`src/hw/rtl/stdl_pkg.sv`:
```
// shared types and constants for the typed length deframer
`timescale 1ns / 1ps
`default_nettype none

package stdl_pkg;

	localparam int BYTE_W = 8;
	localparam int POS_W  = 8;
	localparam int LEN_W  = 9;
	// header length plus header extra, wide enough for the byte clamp too
	localparam int CMP_W  = 2 * BYTE_W + 1;

	localparam int MAX_FRAME_BYTES = 256;
	localparam logic [CMP_W-1:0] MAX_LIMIT = CMP_W'(MAX_FRAME_BYTES);

	localparam logic [BYTE_W-1:0] SYNC_FIRST  = 8'h6A;
	localparam logic [BYTE_W-1:0] SYNC_SECOND = 8'hA6;
	localparam logic [BYTE_W-1:0] TYPE_MASK   = 8'h7F;
	localparam logic [BYTE_W-1:0] TYPE_MAX    = 8'd3;
	localparam logic [CMP_W-1:0]  HEADER_EXTRA = CMP_W'(8);

	localparam logic [POS_W-1:0] POS_SYNC_A = 8'd0;
	localparam logic [POS_W-1:0] POS_SYNC_B = 8'd1;
	localparam logic [POS_W-1:0] POS_TYPE   = 8'd2;
	localparam logic [LEN_W-1:0] CNT_BODY   = 9'd3;
	localparam logic [LEN_W-1:0] CNT_LEN_HI = 9'd5;
	localparam logic [LEN_W-1:0] CNT_LEN_LO = 9'd6;

	localparam logic [LEN_W-1:0] MAX_FRAME_LEN_RST = 9'd256;

	typedef enum logic [1:0] {
		ST_HUNT = 2'd0,
		ST_BYTE = 2'd1,
		ST_LAST = 2'd2,
		ST_DROP = 2'd3
	} status_t;

	typedef struct packed {
		status_t            status;
		logic [BYTE_W-1:0]  data_byte;
		logic [POS_W-1:0]   position;
		logic [LEN_W-1:0]   frame_length;
	} result_t;

endpackage

`default_nettype wire

```
`src/hw/rtl/stdl_if.sv`:
```
// handshake channels for received words, result words and the limit register
`timescale 1ns / 1ps
`default_nettype none

interface stdl_rx_if;
	logic                      valid;
	logic                      ready;
	logic [stdl_pkg::BYTE_W-1:0] rx_byte;

	modport source (output valid, output rx_byte, input ready);
	modport sink (input valid, input rx_byte, output ready);
endinterface

interface stdl_res_if;
	logic                        valid;
	logic                        ready;
	logic [1:0]                  status;
	logic [stdl_pkg::BYTE_W-1:0] data_byte;
	logic [stdl_pkg::POS_W-1:0]  position;
	logic [stdl_pkg::LEN_W-1:0]  frame_length;

	modport source (output valid, output status, output data_byte, output position,
		output frame_length, input ready);
	modport sink (input valid, input status, input data_byte, input position,
		input frame_length, output ready);
endinterface

interface stdl_cfg_if;
	logic                       valid;
	logic                       ready;
	logic [stdl_pkg::LEN_W-1:0] max_frame_len;

	modport source (output valid, output max_frame_len, input ready);
	modport sink (input valid, input max_frame_len, output ready);
endinterface

`default_nettype wire

```
`src/hw/rtl/sync_6aa6_typed_length_deframer.sv`:
```
// top level: input register, parser, result register and limit register
// path: a word accepted into the input register has its result loaded into the
//   output register once that register is free, which raises res.valid
// throughput: one word per cycle while res.ready allows, set by the header compare
//   and counter update in the parser; ready follows the output register occupancy
// reset: clears both stage valids and all parser state, limit returns to 256
`timescale 1ns / 1ps
`default_nettype none

module sync_6aa6_typed_length_deframer (
	input  wire logic   clk,
	input  wire logic   arst_n,
	stdl_rx_if.sink     rx,
	stdl_res_if.source  res,
	stdl_cfg_if.sink    cfg
);

	logic                        valid_s1;
	logic [stdl_pkg::BYTE_W-1:0] byte_s1;
	logic                        valid_s2;
	stdl_pkg::result_t           result_s2;
	stdl_pkg::result_t           parse_result;
	logic [stdl_pkg::LEN_W-1:0]  max_frame_len_q;
	logic                        out_free;
	logic                        advance;

	assign out_free = !valid_s2 || res.ready;
	assign advance  = valid_s1 && out_free;
	assign rx.ready = !valid_s1 || advance;
	assign cfg.ready = 1'b1;

	always_ff @(posedge clk or negedge arst_n) begin
		if (!arst_n) begin
			max_frame_len_q <= stdl_pkg::MAX_FRAME_LEN_RST;
		end else if (cfg.valid && cfg.ready) begin
			max_frame_len_q <= cfg.max_frame_len;
		end
	end

	always_ff @(posedge clk or negedge arst_n) begin
		if (!arst_n) begin
			valid_s1 <= 1'b0;
		end else if (rx.ready) begin
			valid_s1 <= rx.valid;
		end
	end

	always_ff @(posedge clk) begin
		if (rx.valid && rx.ready) begin
			byte_s1 <= rx.rx_byte;
		end
	end

	stdl_parser u_parser (
		.clk           (clk),
		.arst_n        (arst_n),
		.step          (advance),
		.rx_byte       (byte_s1),
		.max_frame_len (max_frame_len_q),
		.result        (parse_result)
	);

	always_ff @(posedge clk or negedge arst_n) begin
		if (!arst_n) begin
			valid_s2 <= 1'b0;
		end else if (out_free) begin
			valid_s2 <= advance;
		end
	end

	always_ff @(posedge clk) begin
		if (advance) begin
			result_s2 <= parse_result;
		end
	end

	assign res.valid        = valid_s2;
	assign res.status       = result_s2.status;
	assign res.data_byte    = result_s2.data_byte;
	assign res.position     = result_s2.position;
	assign res.frame_length = result_s2.frame_length;

endmodule

`default_nettype wire

```
`src/hw/rtl/stdl_parser.sv`:
```
// sync hunt, header decode and frame byte counting for one word per step
`timescale 1ns / 1ps
`default_nettype none

module stdl_parser (
	input  wire logic                        clk,
	input  wire logic                        arst_n,
	input  wire logic                        step,
	input  wire logic [stdl_pkg::BYTE_W-1:0] rx_byte,
	input  wire logic [stdl_pkg::LEN_W-1:0]  max_frame_len,
	output stdl_pkg::result_t                result
);

	logic                        in_frame_q, in_frame_d;
	logic                        prev_first_q, prev_first_d;
	logic                        pair_seen_q, pair_seen_d;
	logic [stdl_pkg::LEN_W-1:0]  byte_count_q, byte_count_d;
	logic [stdl_pkg::BYTE_W-1:0] length_high_q, length_high_d;
	logic [stdl_pkg::LEN_W-1:0]  total_length_q, total_length_d;

	logic [stdl_pkg::CMP_W-1:0]  total_ext;
	logic [stdl_pkg::CMP_W-1:0]  cfg_ext;
	logic [stdl_pkg::CMP_W-1:0]  limit_ext;
	logic [stdl_pkg::LEN_W-1:0]  cnt_inc;
	logic [stdl_pkg::LEN_W-1:0]  tl_eff;
	logic                        at_len_lo;
	logic                        drop;
	logic                        type_ok;

	assign total_ext = stdl_pkg::CMP_W'({length_high_q, rx_byte}) + stdl_pkg::HEADER_EXTRA;
	assign cfg_ext   = stdl_pkg::CMP_W'(max_frame_len);
	assign limit_ext = (cfg_ext > stdl_pkg::MAX_LIMIT) ? stdl_pkg::MAX_LIMIT : cfg_ext;
	assign cnt_inc   = byte_count_q + stdl_pkg::LEN_W'(1);
	assign at_len_lo = (byte_count_q == stdl_pkg::CNT_LEN_LO);
	assign drop      = at_len_lo && (total_ext > limit_ext);
	assign tl_eff    = at_len_lo ? total_ext[stdl_pkg::LEN_W-1:0] : total_length_q;
	assign type_ok   = ((rx_byte & stdl_pkg::TYPE_MASK) <= stdl_pkg::TYPE_MAX);

	always_comb begin
		in_frame_d     = in_frame_q;
		prev_first_d   = prev_first_q;
		pair_seen_d    = pair_seen_q;
		byte_count_d   = byte_count_q;
		length_high_d  = length_high_q;
		total_length_d = total_length_q;

		result.status       = stdl_pkg::ST_HUNT;
		result.data_byte    = rx_byte;
		result.position     = stdl_pkg::POS_SYNC_A;
		result.frame_length = '0;

		if (in_frame_q) begin
			byte_count_d    = cnt_inc;
			result.position = byte_count_q[stdl_pkg::POS_W-1:0];
			if (byte_count_q == stdl_pkg::CNT_LEN_HI) begin
				length_high_d = rx_byte;
			end
			priority if (drop) begin
				in_frame_d     = 1'b0;
				byte_count_d   = '0;
				total_length_d = '0;
				result.status  = stdl_pkg::ST_DROP;
			end else if ((tl_eff != '0) && (cnt_inc == tl_eff)) begin
				in_frame_d          = 1'b0;
				byte_count_d        = '0;
				total_length_d      = '0;
				result.status       = stdl_pkg::ST_LAST;
				result.frame_length = tl_eff;
			end else begin
				total_length_d      = tl_eff;
				result.status       = stdl_pkg::ST_BYTE;
				result.frame_length = tl_eff;
			end
		end else if (pair_seen_q && type_ok) begin
			pair_seen_d     = 1'b0;
			prev_first_d    = 1'b0;
			in_frame_d      = 1'b1;
			byte_count_d    = stdl_pkg::CNT_BODY;
			length_high_d   = '0;
			total_length_d  = '0;
			result.status   = stdl_pkg::ST_BYTE;
			result.position = stdl_pkg::POS_TYPE;
		end else begin
			pair_seen_d = 1'b0;
			priority if (rx_byte == stdl_pkg::SYNC_FIRST) begin
				prev_first_d = 1'b1;
			end else if ((rx_byte == stdl_pkg::SYNC_SECOND) && prev_first_q) begin
				prev_first_d    = 1'b0;
				pair_seen_d     = 1'b1;
				result.position = stdl_pkg::POS_SYNC_B;
			end else begin
				prev_first_d = 1'b0;
			end
		end
	end

	always_ff @(posedge clk or negedge arst_n) begin
		if (!arst_n) begin
			in_frame_q     <= 1'b0;
			prev_first_q   <= 1'b0;
			pair_seen_q    <= 1'b0;
			byte_count_q   <= '0;
			length_high_q  <= '0;
			total_length_q <= '0;
		end else if (step) begin
			in_frame_q     <= in_frame_d;
			prev_first_q   <= prev_first_d;
			pair_seen_q    <= pair_seen_d;
			byte_count_q   <= byte_count_d;
			length_high_q  <= length_high_d;
			total_length_q <= total_length_d;
		end
	end

	// counter sits at zero while hunting and past the type byte inside a frame
	a_count_hunt: assert property (@(posedge clk) disable iff (!arst_n)
		!in_frame_q |-> (byte_count_q == '0))
		else $error("byte counter not cleared while hunting");

	a_count_frame: assert property (@(posedge clk) disable iff (!arst_n)
		in_frame_q |-> (byte_count_q >= stdl_pkg::CNT_BODY))
		else $error("byte counter below body start inside frame");

	a_len_frame: assert property (@(posedge clk) disable iff (!arst_n)
		(total_length_q != '0) |-> in_frame_q)
		else $error("frame length held outside a frame");

	a_pair_hunt: assert property (@(posedge clk) disable iff (!arst_n)
		pair_seen_q |-> !in_frame_q)
		else $error("sync pair flag set inside a frame");

	a_end_frame: assert property (@(posedge clk) disable iff (!arst_n)
		(step && ((result.status == stdl_pkg::ST_LAST) || (result.status == stdl_pkg::ST_DROP)))
		|=> !in_frame_q)
		else $error("frame still open after last or dropped word");

endmodule

`default_nettype wire
```
`src/flat_wrapper.sv`:
```
// flat-port wrapper written by rule: the top's interface ports become plain ports
module sync_6aa6_typed_length_deframer_flat 
  (clk, arst_n, rx_valid, rx_rx_byte, rx_ready, res_valid, res_status, res_data_byte, res_position, res_frame_length, res_ready, cfg_valid, cfg_max_frame_len, cfg_ready);
  stdl_rx_if rx_i ();
  stdl_res_if res_i ();
  stdl_cfg_if cfg_i ();
  input  wire logic clk;
  input  wire logic arst_n;
  input wire logic [$bits(rx_i.valid)-1:0] rx_valid;
  input wire logic [$bits(rx_i.rx_byte)-1:0] rx_rx_byte;
  output wire logic [$bits(rx_i.ready)-1:0] rx_ready;
  output wire logic [$bits(res_i.valid)-1:0] res_valid;
  output wire logic [$bits(res_i.status)-1:0] res_status;
  output wire logic [$bits(res_i.data_byte)-1:0] res_data_byte;
  output wire logic [$bits(res_i.position)-1:0] res_position;
  output wire logic [$bits(res_i.frame_length)-1:0] res_frame_length;
  input wire logic [$bits(res_i.ready)-1:0] res_ready;
  input wire logic [$bits(cfg_i.valid)-1:0] cfg_valid;
  input wire logic [$bits(cfg_i.max_frame_len)-1:0] cfg_max_frame_len;
  output wire logic [$bits(cfg_i.ready)-1:0] cfg_ready;
  assign rx_i.valid = rx_valid;
  assign rx_i.rx_byte = rx_rx_byte;
  assign rx_ready = rx_i.ready;
  assign res_valid = res_i.valid;
  assign res_status = res_i.status;
  assign res_data_byte = res_i.data_byte;
  assign res_position = res_i.position;
  assign res_frame_length = res_i.frame_length;
  assign res_i.ready = res_ready;
  assign cfg_i.valid = cfg_valid;
  assign cfg_i.max_frame_len = cfg_max_frame_len;
  assign cfg_ready = cfg_i.ready;
  sync_6aa6_typed_length_deframer u_core (.clk(clk), .arst_n(arst_n), .rx(rx_i), .res(res_i), .cfg(cfg_i));
endmodule
```
`config.mk`:
```
export PLATFORM = sky130hd
export DESIGN_NAME = sync_6aa6_typed_length_deframer_flat
export DESIGN_NICKNAME = d
export VERILOG_FILES = /design/src/hw/rtl/stdl_pkg.sv /design/src/hw/rtl/stdl_if.sv /design/src/hw/rtl/sync_6aa6_typed_length_deframer.sv /design/src/hw/rtl/stdl_parser.sv /design/src/flat_wrapper.sv
export SDC_FILE = /design/constraint.sdc
export NUM_CORES = 1
export LEC_CHECK = 0
export CAP_MARGIN = 20
export CORE_MARGIN = 4
export CORE_UTILIZATION = 30
export CTS_BUF_LIST = sky130_fd_sc_hd__clkbuf_4 sky130_fd_sc_hd__clkbuf_8
export DETAILED_ROUTE_END_ITERATION = 10
export DONT_BUFFER_PORTS = 1
export GPL_TIMING_DRIVEN = 0
export PLACE_DENSITY = 0.47
export SYNTH_ARGS = -nofsm -noshare
export SYNTH_HDL_FRONTEND = slang
export SYNTH_SLANG_ARGS = --single-unit
```
`constraint.sdc`:
```
create_clock -name clk -period 4.1 [get_ports clk]
set_input_delay 0 -clock clk [delete_from_list [all_inputs] [get_ports clk]]
set_output_delay 0 -clock clk [all_outputs]
set_load 0.005 [all_outputs]
```
==> results.tsv <==
metric	value	unit
min-delay-path-class	primary input to flip-flop	
arrival	4.08	ns
final_cells	568	
synth-edff-count	35	
grt_pass1_wl	15.5	mm
clkSinkCount	75	
final_nets	428	
ir_worst_vdd	0.215	mV
avgRoutedWirePerCell	17.2	um
p_clk_share	23.5	%
fin_util	36.4	%
grt_max_degree	41	
num_antenna_cells	0	
fp.dieH	122	um
pwr_density_cell	581	nW/um2
dpl.hpwl	6.97	mm
async_flop_share	53.3	%
yosys-top-cells-count	42 x nand2_1, 39 x dfrtp_1, 35 x edfxtp_1, 18 x nor2_1, 18 x o21ai_0	
cts_buffer_depth	2	
synthToLayoutAreaGrowth	18.8	%
port_buffers	0	
drt_iter0_markers	164	
die_area	14800	um2
setup_tns	0	ns
finalMaxSlewViolations	0	
leakage	1.78	nW
p_comb_share	35.6	%
crit_path_start_kind	flip-flop	
cts.htree.levels	3	
slew_headroom	54.6	%
ios	52	
status	finished clean	
first_pass_iters	4	
max_cap_violations	0	
coreArea	12700	um2
end_kind	flip-flop	
cp.required	4.35	ns
tightest_slew	0.679	ns
root_buffer	clkbuf_8	
critical_path_class	flip-flop to flip-flop	
cts_tree	built	
initial_core_util	30.7	%
gp_congestion	0.825	
yosysMostFrequentCell	nand2_1	
track_usage	14.0	%
vias	2917	
drtAntennaViolNets	0	
rows	41	
via_per_inst	5.14	
yosys.area.top_type	edfxtp_1	
ys_seq_elements	75	
final_area	4620	um2
swShare	36.9	%
ys_seq_area_share	52.8	%
cp_max_fo	10	
p_switching	989	uW
whs	0.0463	ns
synth_flop_cell	dfrtp_1	
synth_cells	358	
syn-num-nets	395	
gr-total-overflow	0	
synth_area	3890	um2
syn_area_per_cell	10.9	um2
grt_antenna_before_repair	0	
drc_errors	0	
clock_skew	0.0144	ns
clk_pin_slew_worst_paths	0.08	ns
period_minus_slack	3.83	ns
fin_crit_sh	93.3	%
synthTopCellsByArea	edfxtp_1 27%, dfrtp_1 25%, ha_1 4.8%	
placed_cell_area	4130	um2
grt_pass1_vias	2856	
synth.distinct_cells	58	
wirelength	9.78	mm
p_int	1.69	mW
placed_cells	531	
die_x	122	um
max_freq	261	MHz
drive_gt1_share	10.4	%
ys_warn_count	0	
hold_viol_final	0	
rsz0062_at_grt	false	
power.share.sequential	40.9	%
setup-violations-final	0	
synth_top_area_share	27.0	%
clk_latency	0.38	ns
cts-buffers-inserted	9	
## sequential cells by signal (all words and copies together), names as in the netlist, 8 cells and up
signal                          cells
u_core.res.frame_length             9
u_core.u_parser.total_length_q      9
u_core.u_parser.length_high_q       8
u_core.u_parser.byte_count_q        9
u_core.byte_s1                      8
u_core.max_frame_len_q              9
u_core.res.position                 8
u_core.res.data_byte                8
## power groups by stage
stage / Clock [mW] / Sequential (mW) / Combinational, mW
global placement: 0 / 1.11 / 0.898
finish: 0.632 / 1.10 / 0.954
CTS: 0.653 / 1.10 / 0.959
floorplan: 0 / 1.07 / 0.695
detailed placement: 0 / 1.11 / 0.911
global route: 0.689 / 1.12 / 1.07
## final cells by class
class	count	area [um2]
multi-input combinational	253	1750
buffer	18	83.8
sequential	75	2050
inverter	11	41.3
fill	1285	8060
clock buffer	11	139
clock inverter	5	77.6
tap	172	215
timing repair buffer	23	258
## worst paths after layout
| check | from | end | slack [ns] | cells past startpoint |
|---|---|---|---|---|
| worst max-delay path | u_core.u_parser.byte_count_q[0] | u_core.u_parser.total_length_q[1] | 0.27 | 12 |
| worst min-delay path | cfg_valid | u_core.max_frame_len_q[8] | 0.05 | 3 |
| worst max register to register | u_core.u_parser.byte_count_q[0] | u_core.u_parser.total_length_q[1] | 0.27 | 12 |
| worst min register to register | u_core.byte_s1[6] | u_core.res.data_byte[6] | 0.46 | 0 |
| max in group asynchronous | arst_n | u_core.max_frame_len_q[8] | 3.74 | 2 |
| min in group asynchronous | arst_n | u_core.u_parser.byte_count_q[4] | 0.07 | 2 |
## logic make-up after synthesis
family / Yosys count / synth area share [%]
mux: 13 / 3.61
other cells: 1 / 0.0965
flops: 75 / 52.8
compound gates: 75 / 13.8
xor+xnor: 17 / 3.83
simple gates: 132 / 17.7
fa+ha+maj: 15 / 4.83
buf+inv: 30 / 3.32
## cell usage in the layout (no fill, tap or decap), types with 3 or more instances in the layout
| cell type | synthesis | routed |
|---|---|---|
| buf_2 | 4 | 4 |
| o41ai_1 | 5 | 5 |
| and3_1 | 4 | 4 |
| inv_1 | 10 | 10 |
| nor3_1 | 12 | 12 |
| and2_1 | 7 | 7 |
| o31ai_1 | 4 | 4 |
| a32o_1 | 7 | 7 |
| nor2b_1 | 4 | 4 |
| a211oi_1 | 4 | 4 |
| a21oi_1 | 12 | 12 |
| nand2_1 | 42 | 41 |
| ha_1 | 15 | 15 |
| xor2_1 | 5 | 4 |
| nand4_1 | 7 | 7 |
| nor2_1 | 18 | 18 |
| o21ai_0 | 18 | 18 |
| dlygate4sd3_1 | 0 | 21 |
| mux2_2 | 8 | 8 |
| a22o_1 | 4 | 4 |
| nor4_1 | 5 | 5 |
| or3_1 | 3 | 3 |
| xnor2_1 | 12 | 11 |
| nand2b_1 | 5 | 5 |
| nand3_1 | 14 | 14 |
| clkbuf_8 | 0 | 9 |
| a31oi_1 | 4 | 4 |
| dfrtp_1 | 39 | 39 |
| edfxtp_1 | 35 | 35 |
| clkbuf_1 | 13 | 12 |
| mux2i_1 | 5 | 5 |
## layer usage
metal,wire length (um),vias to the layer above,global-route usage [%]
met5,0,-,0
met4,132,0,5.88
met3,528,10,4.83
met2,4790,82,22.1
met1,4330,1429,17.5
li1,-,1396,-
## repair_timing
action,in CTS,in global routing
pin swaps,0,1
hold endpoints to repair,59,0
setup buffers,0,0
endpoints found under the setup margin,25,10
gates resized for setup,4,2
hold buffers,22,0
## critical path, cell delays in order (launching register included)
cell and delay [ns]:
dfrtp_1 0.49, inv_1 0.15, ha_1 0.23, or4bb_1 0.61
or2_1 0.24, buf_2 0.16, o221a_1 0.26, nor4b_2 0.26
nand4_1 0.21, nor3_4 0.50, nor3_2 0.15, buf_6 0.18
a32o_1 0.26
## stage by stage
step / worst slack (ns) / power, mW
floorplan: 0.743 / 1.76
global placement: -0.410 / 2.01
detailed placement: -0.477 / 2.02
CTS: 0.115 / 2.71
global route: 0.0237 / 2.88
finish: 0.275 / 2.68
Power figures use the tool's default switching activity.
